**config.mk**
```make
export PLATFORM = sky130hd
export DESIGN_NAME = lerp_front
export DESIGN_NICKNAME = d
export VERILOG_FILES = /design/src/lerp_pkg.sv /design/src/lerp_front.sv
export SDC_FILE = /design/constraint.sdc
export NUM_CORES = 2
export LEC_CHECK = 0
export CAP_MARGIN = 0
export CORE_MARGIN = 4
export CORE_UTILIZATION = 45
export CTS_CLUSTER_SIZE = 30
export DETAILED_ROUTE_END_ITERATION = 7
export DONT_BUFFER_PORTS = 1
export GPL_ROUTABILITY_DRIVEN = 0
export PLACE_DENSITY_LB_ADDON = 0.1
export SKIP_LAST_GASP = 1
export SYNTH_ARGS = -nofsm -noshare
export SYNTH_HDL_FRONTEND = slang
export SYNTH_SLANG_ARGS = --single-unit
```
**constraint.sdc**
```tcl
create_clock -name clk -period 22.4 [get_ports clk]
set_clock_uncertainty 0.15 [all_clocks]
set_input_delay 3.36 -clock clk [delete_from_list [all_inputs] [get_ports clk]]
set_output_delay 3.36 -clock clk [all_outputs]
set_load 0.05 [all_outputs]
```
**src/lerp_pkg.sv**
```systemverilog
// shared constants and types for the two point linear interpolation block
package lerp_pkg;

  localparam int DATA_W    = 32;
  localparam int DIV_STEPS = DATA_W;
  localparam int IN_W      = 5 * DATA_W;

  localparam logic [DATA_W-1:0] SAT_RESULT = 32'h7FFF_FFFF;

  typedef struct packed {
    logic [DATA_W-1:0] num;
    logic [DATA_W-1:0] span;
    logic [DATA_W-1:0] ay;
  } front_out_t;

  typedef struct packed {
    logic [DATA_W-1:0] ay;
    logic              neg;
    logic              num_zero;
    logic              span_zero;
  } div_side_t;

endpackage

```
**src/lerp_front.sv**
```systemverilog
// front pipeline: differences, product and rounding add in three stages
module lerp_front (
  input  logic                     clk,
  input  logic                     rst,
  input  logic                     in_valid,
  output logic                     in_ready,
  input  logic signed [31:0]       point_a_x,
  input  logic signed [31:0]       point_b_x,
  input  logic signed [31:0]       point_a_y,
  input  logic signed [31:0]       point_b_y,
  input  logic signed [31:0]       query_x,
  output logic                     out_valid,
  input  logic                     out_ready,
  output lerp_pkg::front_out_t     out_data
);

  logic v1, v2, v3;
  logic en1, en2, en3;

  logic [lerp_pkg::DATA_W-1:0] dx1, dy1, span1, ay1;
  logic [lerp_pkg::DATA_W-1:0] prod2, span2, ay2;
  logic [lerp_pkg::DATA_W-1:0] num3, span3, ay3;

  logic                          gt;
  logic [lerp_pkg::DATA_W-1:0]   dx_c, span_c;
  logic [lerp_pkg::DATA_W-1:0]   prod_full;

  assign en3      = ~v3 | out_ready;
  assign en2      = ~v2 | en3;
  assign en1      = ~v1 | en2;
  assign in_ready = en1;

  // reversed form when the first point lies to the right
  always_comb begin
    gt = point_a_x > point_b_x;
    if (gt) begin
      span_c = 32'(point_a_x - point_b_x);
      dx_c   = 32'(point_a_x - query_x);
    end else begin
      span_c = 32'(point_b_x - point_a_x);
      dx_c   = 32'(query_x - point_a_x);
    end
  end

  assign prod_full = dy1 * dx1;

  always_ff @(posedge clk) begin
    if (rst) begin
      v1 <= 1'b0;
      v2 <= 1'b0;
      v3 <= 1'b0;
    end else begin
      if (en1) v1 <= in_valid;
      if (en2) v2 <= v1;
      if (en3) v3 <= v2;
    end
  end

  always_ff @(posedge clk) begin
    if (en1) begin
      dx1   <= dx_c;
      dy1   <= 32'(point_b_y - point_a_y);
      span1 <= span_c;
      ay1   <= point_a_y;
    end
    if (en2) begin
      prod2 <= prod_full;
      span2 <= span1;
      ay2   <= ay1;
    end
    if (en3) begin
      num3  <= prod2 + {span2[lerp_pkg::DATA_W-1], span2[lerp_pkg::DATA_W-1:1]};
      span3 <= span2;
      ay3   <= ay2;
    end
  end

  assign out_valid     = v3;
  assign out_data.num  = num3;
  assign out_data.span = span3;
  assign out_data.ay   = ay3;

endmodule

```
# After elaboration in Yosys (flattened, before gate mapping)
# Cells that the tools add are included.
# totals
register_bits,323
latchBits,0
ramBits,0
romBits,0
in_bits,164
output_inout_bits,98
word_cells,29
memories,0
# op_classes
add_sub_neg,6
mul,1
div_mod_pow,0
order_cmp,1
eq_ne,0
shift,0
n_mux,2
bitwise_logic,6
reduce_logical,0
# op_table
cell,count
32-bit subtractor,5
32-bit two-way mux,2
32-bit adder,1
32-bit greater-than comparator,1
32-bit by 32-bit multiplier with 32-bit output,1
1-bit inverter,3
1-bit OR,3

# Depth between registers and ports, before layout
# depth
word_depth,4
ltp_mapped,27
mapped_depth_nobuf,25

# Worst setup path before layout
# Ideal clock, no wire load.
# synth_timing
path_kind,in2out
startpoint,input port out_ready
endpoint,output port in_ready
arrival_time_ns,6.595
required_ns,18.890
setup_slack_ns,12.295
cell_stages,3
n_path_buf,0
path_cell_list,nor2b_1 and2_1 nand2_1
# synth_between
elab_chain_len,3
# synth_rtl
item,line,text
"start, declared",lerp_front.sv:13,"input logic out_ready,"
1-bit OR,lerp_front.sv:28,assign en3 = ~v3 | out_ready;
1-bit OR,lerp_front.sv:29,assign en2 = ~v2 | en3;
1-bit OR,lerp_front.sv:30,assign en1 = ~v1 | en2;
"end, declared",lerp_front.sv:6,"output logic in_ready,"
# Every way passes these cells.

# Final worst setup path
# layout_timing
startpoint,register dy1[6] (netlist name)
endpoint,"register prod2[31] (netlist name), data pin"
# layout_between
elab_chain_len,1
# layout_rtl
item,line,text
"start, declared",lerp_front.sv:20,"logic [lerp_pkg::DATA_W-1:0] dx1, dy1, span1, ay1;"
"start signal, assigned",lerp_front.sv:62,dy1 <= 32'(point_b_y - point_a_y);
32-bit by 32-bit multiplier with 32-bit output,lerp_front.sv:45,assign prod_full = dy1 * dx1;
named net prod_full (one bit),lerp_front.sv:26,logic [lerp_pkg::DATA_W-1:0] prod_full;
"end signal, assigned",lerp_front.sv:67,prod2 <= prod_full;
"end, declared",lerp_front.sv:21,"logic [lerp_pkg::DATA_W-1:0] prod2, span2, ay2;"
# The timed path passes the listed nets, and every way through them passes these cells.
# A chain may end at the register's enable or synchronous reset.

==> run metrics <==
final hold viol count 0; # rows a little over 100; synth top area cells edfxtp_1 27%, fa_1 23%, ha_1 11%, inv_1 6.1%, and2_1 5.6%; antenna violations before repair 6; die area roughly 0.084 mm^2; Max H-tree Level 2; post-synth top area cell edfxtp_1; Seq cells post-synth about 320; CTS tree done; fin crit share between 30 and 40%; buffers plus inverters on the worst setup path 2; Most Frequent Cell on Critical Path fa_1; most frequent cell after synthesis inv_1; share of cells above drive strength 1 about 3.3%; Final setup viols 0; Post-synth top cells 580 x inv_1, 414 x fa_1, 320 x edfxtp_1; Worst-path clk slew roughly 0.06 ns; Critical Path Max Stage Delay between 1 and 1.5 ns; Buffers on Ports 0; area grow syn2layout 6.015%; startpoint class of the critical path flip-flop; post-placement setup slack roughly 14 ns; GR Layer Usage met1 33.50%; endpoint type of the worst setup path flip-flop; hold-fix buffers at CTS 0; Overflow after GRT 0; Die Ht about 290 um; met2 usage a little over two fifths; Synth Area per Inst between 9 and 10 um^2; sequential fraction of the synthesis area a little over a quarter; Tmin final 8.001 ns; all-layer global routing usage 24.96%; PnR worst setup slack 14.40 ns; IO Pins between 200 and 300; Synth async-reset ratio 0%; post-synth top area share roughly 27%; CP max stage cell edfxtp_1; crit-path max FO 26; Vias 25510; most used routing layer met2; Max clock buf depth 3; synth unique cells 84; Final Max Tran Viols 0; Final #Nets approximately 4400; cts repair resizes 0; hold slack between 0.2 and 0.3 ns; die width a little under 300 um; DRC viols 0; max-capacitance violation count 0; min-delay worst type reg -> reg; Required @ worst endpoint between 20 and 25 ns; worst slew pin tran 1.244 ns; Post-synth EDFFs 320; first drt pass iteration count 5; GRT met3 Usage 2.950%; largest net degree at the start of global routing 93; mapped cell area between 0.03 and 0.04 mm^2; critical path cell sequence and2_1 -> fa_1 -> inv_1 -> fa_1 -> fa_1 -> inv_1 -> fa_1 -> ha_1 -> ha_1 -> fa_1 -> fa_1 -> ha_1 -> a21o_1 -> a2111oi_0 -> a21boi_0 -> o21ai_0 -> a21oi_1 -> o21ai_0 -> o31a_1 -> a31oi_1 -> xnor2_1; Ys Warns 0; CTS Root Cell clkbuf_16; DR WL/cell 22.72 um; Iteration-0 DRC Markers between 2000 and 2500; Max Fclk roughly 120 MHz; postcts setup bufs 0; Synth Instances around 3600; hpwl dp 84750 um; ANT nets after route 0; Total Negative Setup Slacks 0 ns; first-pass GRT wire length about 160000 um; Detailed Route WL slightly above 100000 um; Syn Nets ~4500; Avg Vias per Cell roughly 5.6; Initial Utilization a little under half; CTS Buf Count 39; n_diodes 0; vias in the first global route 26350; Skew-Pair Late Insertion Delay around 0.57 ns; Core Region a little under 0.08 mm^2; relative slew slack ~16%; Finished Core Util 48.42%; clk sinks approximately 320; WS Path Type reg -> reg; WP data arrival about 8 ns; status finished, final reports clean; ys flop type edfxtp_1; RSZ-0062 raised after global routing no; CP delay by family, top adder cells
[sequential cells by signal, indices dropped and copies added, names as in the netlist]
register	flops
num3	32
dy1	32
span1	32
v1	1
span2	32
ay1	32
span3	32
v2	1
ay3	32
out_valid	1
ay2	32
prod2	32
dx1	32
[stage by stage]
stage | cells | instance area [um^2]
global placement | 4500 | 36480
global route | 4570 | 37760
detailed placement | 4500 | 36480
CTS | 4570 | 37760
finish | 4570 | 37760
floorplan | 3582 | 35610
[final cells by class]
type	count	area [um^2]
Clock buffer	49	1023
Clock inverter	21	250.2
Fill cell	7254	40220
Inverter	580	2182
Multi-Input combinational cell	2535	23160
Sequential cell	323	9669
Tap cell	1040	1301
Timing Repair Buffer	22	165.2
[layout by cell type, fill, tap and decap left out, types with 54 or more instances in the layout]
cell,count
inv_1,578
fa_1,414
edfxtp_1,320
and2_1,318
nand2_1,310
ha_1,310
a21oi_1,202
xnor2_1,142
nor2_1,129
o21ai_0,106
a21o_1,92
xor2_1,54
[worst paths after layout]
kind / start / end / slack (ns) / depth (start not counted)
max: dy1[6] / prod2[31] / 14.40 / 21
min: ay2[6] / ay3[6] / 0.26 / 0
min reg2reg: ay2[6] / ay3[6] / 0.26 / 0
max reg2reg: dy1[6] / prod2[31] / 14.40 / 21
[logic make-up after synthesis]
| family | after synthesis | synth area share [%] |
|---|---|---|
| xor gates and xnor gates | 196 | 4.820 |
| AOI/OAI and AO/OA | 638 | 11.78 |
| DFF | 323 | 27.15 |
| adders and majority gates | 724 | 34.16 |
| and+or+nand+nor | 963 | 13.82 |
| buffers and inverters | 724 | 7.852 |
| muxes | 14 | 0.4146 |
[routing by layer]
layer	part of all wire (%)	wire, um
met2	48	50260
met4	3.6	3761
met1	43	44510
met5	0	0
met3	5.1	5304
Power is not shown: default switching activity piles up to over one toggle a cycle in this logic, so the estimate is an artifact.
